**config.mk**
```make
export PLATFORM = sky130hd
export DESIGN_NAME = hsl_to_rgb_converter_flat
export DESIGN_NICKNAME = d
export VERILOG_FILES = /design/src/hw/rtl/hsl_pkg.sv /design/src/hw/rtl/hsl_if.sv /design/src/hw/rtl/hsl_to_rgb_converter.sv /design/src/hw/rtl/hsl_channel.sv /design/src/flat_wrapper.sv
export SDC_FILE = /design/constraint.sdc
export NUM_CORES = 2
export LEC_CHECK = 0
export BUFFER_PORTS_ARGS = -buffer_cell sky130_fd_sc_hd__clkbuf_2
export CAP_MARGIN = 20
export CELL_PAD_IN_SITES_DETAIL_PLACEMENT = 1
export CELL_PAD_IN_SITES_GLOBAL_PLACEMENT = 1
export CORE_MARGIN = 3
export CORE_UTILIZATION = 30
export DETAILED_ROUTE_END_ITERATION = 8
export PLACE_DENSITY_LB_ADDON = 0.1
export RECOVER_POWER = 100
export SKIP_LAST_GASP = 1
export SLEW_MARGIN = 0
export SYNTH_ARGS = -nofsm -noshare
export SYNTH_HDL_FRONTEND = slang
export SYNTH_SLANG_ARGS = --single-unit
```
**constraint.sdc**
```tcl
create_clock -name i_clk -period 10.6 [get_ports i_clk]
set_input_delay 0.53 -clock i_clk [delete_from_list [all_inputs] [get_ports i_clk]]
set_output_delay 0.53 -clock i_clk [all_outputs]
set_load 0.01 [all_outputs]
```
**src/hw/rtl/hsl_pkg.sv**
```systemverilog
`timescale 1ns / 1ps
// ----------------------------------------------------------------------------
// hsl_pkg: shared types and constants of the hsl to rgb converter
// Field widths, fixed-point scaling constants, the channel select type,
// the pipeline enable bundle and the hue ramp function.
// ----------------------------------------------------------------------------
package hsl_pkg;

    // input and output field widths
    localparam int HUE_W = 9;
    localparam int PCT_W = 7;
    localparam int CH_W  = 8;

    // clamp limits
    localparam logic [HUE_W-1:0] HUE_MAX = 9'd359;
    localparam logic [PCT_W-1:0] PCT_MAX = 7'd100;
    localparam logic [PCT_W-1:0] LIT_HALF = 7'd50;

    // levels in units of 1/10000, up to 10000
    localparam int LVL_W = 14;
    // ramp position 0..60
    localparam int RAMP_W = 6;
    // level * 60, up to 600000
    localparam int NUM_W = 20;

    // floor(num * 255 / 600000) = floor(num * 17 / 40000)
    // done as (num * 17 * ceil(2^36 / 40000)) >> 36, exact over the num range
    localparam int                 Q_SHIFT = 36;
    localparam int                 PROD_W  = 45;
    localparam logic [PROD_W-1:0]  RECIP17 = 45'd29205779;

    // channel select
    typedef enum logic [1:0] {
        CHAN_RED,
        CHAN_GREEN,
        CHAN_BLUE
    } t_chan;

    // per-stage load enables
    typedef struct packed {
        logic s1;
        logic s2;
        logic s3;
        logic s4;
    } t_pipe_en;

    // channel hue offset, single wrap into 0..360, then ramp position 0..60
    function automatic logic [RAMP_W-1:0] hue_ramp(input logic [HUE_W-1:0] hue,
                                                   input t_chan chan);
        logic [HUE_W:0] hv;
        logic [HUE_W:0] hw;
        logic [RAMP_W-1:0] t;
        hv = {1'b0, hue};
        unique case (chan)
            CHAN_RED: begin
                hw = hv + 10'd120;
                if (hw > 10'd360) begin
                    hw = hw - 10'd360;
                end
            end
            CHAN_BLUE: begin
                if (hv < 10'd120) begin
                    hw = hv + 10'd240;
                end else begin
                    hw = hv - 10'd120;
                end
            end
            default: begin
                hw = hv;
            end
        endcase
        if (hw < 10'd60) begin
            t = hw[RAMP_W-1:0];
        end else if (hw < 10'd180) begin
            t = 6'd60;
        end else if (hw < 10'd240) begin
            t = 6'(10'd240 - hw);
        end else begin
            t = '0;
        end
        return t;
    endfunction

endpackage

```
**src/hw/rtl/hsl_if.sv**
```systemverilog
`timescale 1ns / 1ps
// ----------------------------------------------------------------------------
// hsl_if: stream channels of the hsl to rgb converter
// One valid/ready channel carrying an hsl beat, one carrying an rgb beat.
// ----------------------------------------------------------------------------
interface hsl_in_if;
    logic                         valid;
    logic                         ready;
    logic [hsl_pkg::HUE_W-1:0]    hue;
    logic [hsl_pkg::PCT_W-1:0]    saturation;
    logic [hsl_pkg::PCT_W-1:0]    lightness;

    modport source (output valid, output hue, output saturation, output lightness,
                    input ready);
    modport sink   (input valid, input hue, input saturation, input lightness,
                    output ready);
endinterface

interface hsl_out_if;
    logic                         valid;
    logic                         ready;
    logic [hsl_pkg::CH_W-1:0]     red;
    logic [hsl_pkg::CH_W-1:0]     green;
    logic [hsl_pkg::CH_W-1:0]     blue;

    modport source (output valid, output red, output green, output blue,
                    input ready);
    modport sink   (input valid, input red, input green, input blue,
                    output ready);
endinterface

```
**src/hw/rtl/hsl_to_rgb_converter.sv**
```systemverilog
`timescale 1ns / 1ps
// ----------------------------------------------------------------------------
// hsl_to_rgb_converter: hsl pixel to 8-bit rgb
// Four-stage pipeline converting hue/saturation/lightness to red/green/blue.
// ----------------------------------------------------------------------------
// Takes one hsl beat per clock and gives one rgb beat per clock while the output
// is not stalled. A beat accepted into stage 1 passes stages 2 and 3 and is
// presented from the stage 4 register, leaving when the output is ready. Each
// pipeline stage holds its beat only while the stage after it is full and
// stalled, so bubbles close up and the input stays ready as long as any stage
// can move. Inputs above range are clamped (hue to 359, percentages to 100).
// Stages: clamp and lightness times saturation; upper/lower level and hue ramp
// position; ramp level times 60 per channel; reciprocal multiply to 0..255 per
// channel, the last being the output register. The four register stages are one
// per step of dependent arithmetic; every stage loads each cycle unless stalled.
// ----------------------------------------------------------------------------
module hsl_to_rgb_converter (
    input  logic        i_clk,
    input  logic        i_rst_n,
    hsl_in_if.sink      i_hsl,
    hsl_out_if.source   o_rgb
);

    hsl_pkg::t_pipe_en en;

    logic r_v1, r_v2, r_v3, r_v4;

    logic [hsl_pkg::HUE_W-1:0] n_s1_hue, r_s1_hue;
    logic [hsl_pkg::PCT_W-1:0] n_s1_sat, r_s1_sat;
    logic [hsl_pkg::PCT_W-1:0] n_s1_lit, r_s1_lit;
    logic [hsl_pkg::LVL_W-1:0] n_s1_ls,  r_s1_ls;

    logic [hsl_pkg::LVL_W-1:0] w_ll, w_sl, w_m2;
    logic [hsl_pkg::LVL_W-1:0] n_s2_m1, r_s2_m1;
    logic [hsl_pkg::LVL_W-1:0] n_s2_d,  r_s2_d;

    // stage enables: a stage loads when empty or when its beat moves on
    always_comb begin
        en.s4 = !r_v4 || o_rgb.ready;
        en.s3 = !r_v3 || en.s4;
        en.s2 = !r_v2 || en.s3;
        en.s1 = !r_v1 || en.s2;
    end

    assign i_hsl.ready = en.s1;

    // valid bits travel with the beat
    always_ff @(posedge i_clk) begin
        if (!i_rst_n) begin
            r_v1 <= 1'b0;
            r_v2 <= 1'b0;
            r_v3 <= 1'b0;
            r_v4 <= 1'b0;
        end else begin
            if (en.s1) r_v1 <= i_hsl.valid;
            if (en.s2) r_v2 <= r_v1;
            if (en.s3) r_v3 <= r_v2;
            if (en.s4) r_v4 <= r_v3;
        end
    end

    // stage 1: clamp and lightness times saturation
    always_comb begin
        n_s1_hue = (i_hsl.hue > hsl_pkg::HUE_MAX) ? hsl_pkg::HUE_MAX : i_hsl.hue;
        n_s1_sat = (i_hsl.saturation > hsl_pkg::PCT_MAX) ? hsl_pkg::PCT_MAX
                                                         : i_hsl.saturation;
        n_s1_lit = (i_hsl.lightness > hsl_pkg::PCT_MAX) ? hsl_pkg::PCT_MAX
                                                        : i_hsl.lightness;
        n_s1_ls  = hsl_pkg::LVL_W'(n_s1_lit) * hsl_pkg::LVL_W'(n_s1_sat);
    end

    always_ff @(posedge i_clk) begin
        if (en.s1) begin
            r_s1_hue <= n_s1_hue;
            r_s1_sat <= n_s1_sat;
            r_s1_lit <= n_s1_lit;
            r_s1_ls  <= n_s1_ls;
        end
    end

    // stage 2: upper level with the split at half lightness, lower level, span
    always_comb begin
        w_ll = hsl_pkg::LVL_W'(r_s1_lit) * 14'd100;
        w_sl = hsl_pkg::LVL_W'(r_s1_sat) * 14'd100;
        if (r_s1_lit <= hsl_pkg::LIT_HALF) begin
            w_m2 = w_ll + r_s1_ls;
        end else begin
            w_m2 = w_ll + w_sl - r_s1_ls;
        end
        n_s2_m1 = (w_ll << 1) - w_m2;
        n_s2_d  = w_m2 - n_s2_m1;
    end

    always_ff @(posedge i_clk) begin
        if (en.s2) begin
            r_s2_m1 <= n_s2_m1;
            r_s2_d  <= n_s2_d;
        end
    end

    // stages 2 to 4 per channel
    hsl_channel u_red (
        .i_clk   (i_clk),
        .i_en    (en),
        .i_chan  (hsl_pkg::CHAN_RED),
        .i_hue   (r_s1_hue),
        .i_m1    (r_s2_m1),
        .i_d     (r_s2_d),
        .o_level (o_rgb.red)
    );

    hsl_channel u_green (
        .i_clk   (i_clk),
        .i_en    (en),
        .i_chan  (hsl_pkg::CHAN_GREEN),
        .i_hue   (r_s1_hue),
        .i_m1    (r_s2_m1),
        .i_d     (r_s2_d),
        .o_level (o_rgb.green)
    );

    hsl_channel u_blue (
        .i_clk   (i_clk),
        .i_en    (en),
        .i_chan  (hsl_pkg::CHAN_BLUE),
        .i_hue   (r_s1_hue),
        .i_m1    (r_s2_m1),
        .i_d     (r_s2_d),
        .o_level (o_rgb.blue)
    );

    assign o_rgb.valid = r_v4;

endmodule

```
**src/hw/rtl/hsl_channel.sv**
```systemverilog
`timescale 1ns / 1ps
// ----------------------------------------------------------------------------
// hsl_channel: one color channel of the converter
// Hue ramp position (stage 2), ramp level times 60 (stage 3) and the
// scale to 0..255 by reciprocal multiply (stage 4).
// ----------------------------------------------------------------------------
module hsl_channel (
    input  logic                          i_clk,
    input  hsl_pkg::t_pipe_en             i_en,
    input  hsl_pkg::t_chan                i_chan,
    input  logic [hsl_pkg::HUE_W-1:0]     i_hue,
    input  logic [hsl_pkg::LVL_W-1:0]     i_m1,
    input  logic [hsl_pkg::LVL_W-1:0]     i_d,
    output logic [hsl_pkg::CH_W-1:0]      o_level
);

    logic [hsl_pkg::RAMP_W-1:0] r_t;
    logic [hsl_pkg::RAMP_W-1:0] n_t;
    logic [hsl_pkg::NUM_W-1:0]  r_num;
    logic [hsl_pkg::NUM_W-1:0]  n_num;
    logic [hsl_pkg::CH_W-1:0]   r_level;
    logic [hsl_pkg::PROD_W-1:0] w_prod;

    // stage 2: wrapped hue to ramp position
    assign n_t = hsl_pkg::hue_ramp(i_hue, i_chan);

    // stage 3: m1*60 + (m2-m1)*t, never negative
    assign n_num = hsl_pkg::NUM_W'(i_m1) * 20'd60
                 + hsl_pkg::NUM_W'(i_d) * hsl_pkg::NUM_W'(r_t);

    // stage 4: floor(num*255/600000) by reciprocal multiply
    assign w_prod = hsl_pkg::PROD_W'(r_num) * hsl_pkg::RECIP17;

    always_ff @(posedge i_clk) begin
        if (i_en.s2) begin
            r_t <= n_t;
        end
        if (i_en.s3) begin
            r_num <= n_num;
        end
        if (i_en.s4) begin
            r_level <= w_prod[hsl_pkg::Q_SHIFT +: hsl_pkg::CH_W];
        end
    end

    assign o_level = r_level;

endmodule

```
**src/flat_wrapper.sv**
```systemverilog
// flat-port wrapper written by rule: the top's interface ports become plain ports
module hsl_to_rgb_converter_flat 
  (i_clk, i_rst_n, i_hsl_valid, i_hsl_hue, i_hsl_saturation, i_hsl_lightness, i_hsl_ready, o_rgb_valid, o_rgb_red, o_rgb_green, o_rgb_blue, o_rgb_ready);
  hsl_in_if i_hsl_i ();
  hsl_out_if o_rgb_i ();
  input  logic i_clk;
  input  logic i_rst_n;
  input wire logic [$bits(i_hsl_i.valid)-1:0] i_hsl_valid;
  input wire logic [$bits(i_hsl_i.hue)-1:0] i_hsl_hue;
  input wire logic [$bits(i_hsl_i.saturation)-1:0] i_hsl_saturation;
  input wire logic [$bits(i_hsl_i.lightness)-1:0] i_hsl_lightness;
  output wire logic [$bits(i_hsl_i.ready)-1:0] i_hsl_ready;
  output wire logic [$bits(o_rgb_i.valid)-1:0] o_rgb_valid;
  output wire logic [$bits(o_rgb_i.red)-1:0] o_rgb_red;
  output wire logic [$bits(o_rgb_i.green)-1:0] o_rgb_green;
  output wire logic [$bits(o_rgb_i.blue)-1:0] o_rgb_blue;
  input wire logic [$bits(o_rgb_i.ready)-1:0] o_rgb_ready;
  assign i_hsl_i.valid = i_hsl_valid;
  assign i_hsl_i.hue = i_hsl_hue;
  assign i_hsl_i.saturation = i_hsl_saturation;
  assign i_hsl_i.lightness = i_hsl_lightness;
  assign i_hsl_ready = i_hsl_i.ready;
  assign o_rgb_valid = o_rgb_i.valid;
  assign o_rgb_red = o_rgb_i.red;
  assign o_rgb_green = o_rgb_i.green;
  assign o_rgb_blue = o_rgb_i.blue;
  assign o_rgb_i.ready = o_rgb_ready;
  hsl_to_rgb_converter u_core (.i_clk(i_clk), .i_rst_n(i_rst_n), .i_hsl(i_hsl_i), .o_rgb(o_rgb_i));
endmodule
```
==> results.md <==
Route:
- The total number of vias is 29100.
- Summed over all layers, the routed wires come to 116 mm.
- The average wire per standard cell is 17.8 um.
- The total DRC errors in the routed layout is 0.
- The ratio of routed vias to standard cells is 4.46.
- The first routing iteration left 880 violations.
- The iteration count of the initial detailed-routing pass is 4.
- In this run the remaining antenna-violating nets after routing total 0.

Logic synthesis:
- The commonest register cell after synthesis is sky130_fd_sc_hd__edfxtp_1.
- The number of flops mapped to enable cells by yosys is 163.
- The part of the Yosys area used for sequential elements is 0.111.
- The synthesized design spends more area on one cell type than any other, namely sky130_fd_sc_hd__fa_1.
- In the synthesized netlist the async set-or-reset flop fraction comes to 0.
- After synthesis, the cell types taking the most area are sky130_fd_sc_hd__fa_1, sky130_fd_sc_hd__ha_1, sky130_fd_sc_hd__inv_1.
- The total number of yosys warnings is 0.
- The average cell area after synthesis is 9.82 sq um.
- The netlist uses 86 different library cells.
- By count the netlist is led by sky130_fd_sc_hd__inv_1, sky130_fd_sc_hd__ha_1, sky130_fd_sc_hd__fa_1.
- The mapped netlist covers 44800 sq um.
- The number of cells produced by synthesis is 4556.
- In the post-synthesis netlist, the cell with the most instances is sky130_fd_sc_hd__inv_1.
- The share of synthesized area in the top cell type comes to 0.344.
- The register bit count reported by yosys is 167.

Worst setup path:
- For the worst flop-to-flop path, the logic depth is 22.
- The cell repeated most along the worst path is sky130_fd_sc_hd__fa_1.
- STA classifies the critical path startpoint as a register.
- Data on the critical path arrives at its endpoint at 7.36 ns.
- The launching instance or port of the critical path is u_core.r_s2_m1[0].
- Data on the critical path is required at its endpoint by 10.87 ns.
- The destination of the critical timing path is u_core.u_blue.r_num[19].
- The slack of the worst reg-to-reg path is 3.52 ns.
- The count of buffer and inverter cells on the critical path is 1.
- The kind of cell adding the most delay to the critical path is adder cells.
- The largest single stage delay on the critical path is 0.80 ns.
- The critical path is of the register to register type.
- The worst flop-to-flop path startpoint is u_core.r_s2_m1[0].
- The highest-delay cell along the critical path is sky130_fd_sc_hd__edfxtp_1.
- The critical path depth is 22.
- The endpoint type of the worst setup path is a register.
- The critical path goes through fa_1, fa_1, ha_1, nor2b_1, o21ai_0, a21oi_1, o21ai_0, nand2_1, a21o_1, a41o_1, nor2_1, xor2_1, fa_1, inv_1, ha_1, or3_1, a2111oi_0, nor3_1, nand4_1, nand4b_1, a21oi_1, xnor3_1.
- The end of the worst register-to-register path is u_core.u_blue.r_num[19].
- The largest driver fanout on the critical path is 5.

Clock network:
- The post-CTS setup repair buffer count is 0.
- The H-tree generated during clock tree synthesis spans 4 levels.
- The clock net in this run drives a total of 167 sinks.
- The count of hold buffers inserted by post-cts repair is 0.
- CTS placed an instance of sky130_fd_sc_hd__clkbuf_16 at the clock tree root.
- The number of gates resized after CTS was 0.
- For the worst-skew pair, the clock arrives at the later sink with an insertion delay of 0.52 ns.
- The maximum clock path buffer count is 2.
- TritonCTS built the clock tree.
- The post-CTS clock slew at the launch and capture registers of the worst setup and hold paths is 0.08 ns.
- The number of buffers created by CTS is 17.

Timing:
- For this run, the top clock speed supported by timing is 141 MHz.
- The normalized max-slew margin is -1.22.
- The minimum clock period after layout is 7.08 ns.
- The number of hold-slack violations in the final timing report came to 0.
- The final worst clock skew is 0.0142 ns.
- The setup violation total in the final timing report is 0.
- Setup repair after global routing left no endpoint under its margin.
- The number of slew-limit violations in the final report is 164.
- The setup TNS is 0 ns.
- The transition time of the tightest slew-check pin is 3.33 ns.
- The final worst-path cycle share is 0.668.

Die:
- The core region is 148000 sq um.
- For this design the top-level I/O count stands at 53.
- The die is 392 um wide.
- The vertical die dimension is 392 um.
- The row count is 141.
- For this configuration, the core starts out at a cell density of 0.302.
- The floorplan step defined a die boundary enclosing 154000 sq um.

Layout:
- The finished cells cover 47800 sq um.
- The count of nets after finishing is 6270.
- At the end of the flow the core is filled with cells to 0.323.
- In the final layout, the share of cells above drive strength 1 is 0.0218.
- The final instance count without filler cells is 6524.
- The layout overhead on the synthesized area is 6.81%.
- Fill cells in the final layout number 16900.

Global route:
- The largest net degree at the start of global routing is 54.
- Summed over all layers, the global routing overflow is 0.
- The number of global-route vias before repair was 33100.
- The first-pass GRT wire length is 189 mm.
- The number of antenna violations at the first check in global routing is 1.
- Across every metal layer, demand over resource in global routing totals 0.159.

Placement:
- The instance area after placement is 47300 sq um.
- Detailed placement ended at an HPWL of 103 mm.
- Buffers placed on the I/O ports in this run total 52.
- Including well taps, the total number of placed cells is 6491.
- Routability-driven placement finished with a final weighted congestion of 0.825.

Outcome:
- The run finished, with violations left.
- The final reports fail on capacitance limit, slew limit.

Hold path:
- The worst hold path belongs to the class primary input to register.

Run:
- The number of violations of the max-capacitance limit is 4.
[final cells by class]
class,instances,area [sq um],share of cell area
clock inverters,15,154,0.00322
multi-input cells,3012,34600,0.723
clock buffers,17,425,0.00890
repair buffers,69,337,0.00704
well taps,1930,2410,0.0505
inverters,1313,4930,0.103
diodes,1,2.50,0.0000523
flip-flops and latches,167,4970,0.104
[placed cells by master (no fill, tap or decap), drive strengths merged, types with 15 or more instances in the layout]
cell    instances
fa            770
xor2           48
inv          1321
o21ai          89
ha            893
and2           81
nand3          38
o21bai         19
clkbuf         72
nor2          106
a31oi          15
a21oi         157
nor2b          32
a21o           47
edfxtp        163
nor3           35
nand2b         29
nand2         305
xnor2         126
[through the flow]
stage | setup slack, ns | hold WS, ns
floorplan | 4.51 | 0.451
global placement | 3.53 | 0.470
detailed placement | 3.53 | 0.476
CTS | 3.37 | 0.152
global route | 2.94 | 0.202
finish | 3.52 | 0.237
[worst reg2reg max path, stage by stage, from the launching register on]
cell and delay, ns:
sky130_fd_sc_hd__edfxtp_1 0.80, sky130_fd_sc_hd__fa_1 0.57, sky130_fd_sc_hd__fa_1 0.42, sky130_fd_sc_hd__ha_1 0.36
sky130_fd_sc_hd__nor2b_1 0.15, sky130_fd_sc_hd__o21ai_0 0.22, sky130_fd_sc_hd__a21oi_1 0.12, sky130_fd_sc_hd__o21ai_0 0.20
sky130_fd_sc_hd__nand2_1 0.12, sky130_fd_sc_hd__a21o_1 0.21, sky130_fd_sc_hd__a41o_1 0.28, sky130_fd_sc_hd__nor2_1 0.12
sky130_fd_sc_hd__xor2_1 0.80, sky130_fd_sc_hd__fa_1 0.33, sky130_fd_sc_hd__inv_1 0.05, sky130_fd_sc_hd__ha_1 0.24
sky130_fd_sc_hd__or3_1 0.39, sky130_fd_sc_hd__a2111oi_0 0.46, sky130_fd_sc_hd__nor3_1 0.21, sky130_fd_sc_hd__nand4_1 0.14
sky130_fd_sc_hd__nand4b_1 0.10, sky130_fd_sc_hd__a21oi_1 0.16, sky130_fd_sc_hd__xnor3_1 0.39
[how the worst min path moves through the flow]
stage	startpoint	depth (start not counted)	slack [ns]	to
finish	i_hsl_valid	3	0.24	u_core.r_v1
global route	i_hsl_valid	3	0.20	u_core.r_v1
CTS	i_hsl_hue[8]	1	0.15	u_core.r_s1_hue[8]
detailed placement	u_core.r_v2	2	0.48	u_core.r_v3
global placement	u_core.r_v2	2	0.47	u_core.r_v3
floorplan	u_core.r_v2	2	0.45	u_core.r_v3
[sequential cells by signal (all words and copies together) (netlist names)]
register,cells
u_core.u_red.o_level,8
u_core.u_green.o_level,8
u_core.r_v1,1
u_core.r_s2_m1,14
u_core.r_v2,1
u_core.u_red.r_t,6
u_core.u_blue.r_t,6
u_core.u_blue.r_num,19
u_core.r_s1_ls,14
u_core.u_green.r_num,19
u_core.u_green.r_t,6
u_core.r_s1_lit,7
u_core.r_v3,1
u_core.u_blue.o_level,8
u_core.r_s1_hue,9
u_core.r_s2_d,13
u_core.o_rgb.valid,1
u_core.u_red.r_num,19
u_core.r_s1_sat,7
[per-layer routing]
metal / vias to the layer above / track usage / part of all wire
met4: 0 / 0.0239 / 0.010
li1: 14200 / - / -
met1: 14700 / 0.222 / 0.50
met2: 155 / 0.271 / 0.48
met5: - / 0 / 0
met3: 47 / 0.0151 / 0.016
[logic make-up after synthesis]
| logic type | Yosys count | synth area share |
|---|---|---|
| compound gates | 449 | 0.0647 |
| xor+xnor | 176 | 0.0364 |
| fa+ha+maj | 1663 | 0.594 |
| buf+inv | 1387 | 0.117 |
| flops | 167 | 0.111 |
| mux | 9 | 0.00215 |
| other cells | 2 | 0.000168 |
| simple gates | 703 | 0.0744 |
Power is not shown: default switching activity piles up to over one toggle a cycle in this logic, so the estimate is an artifact.
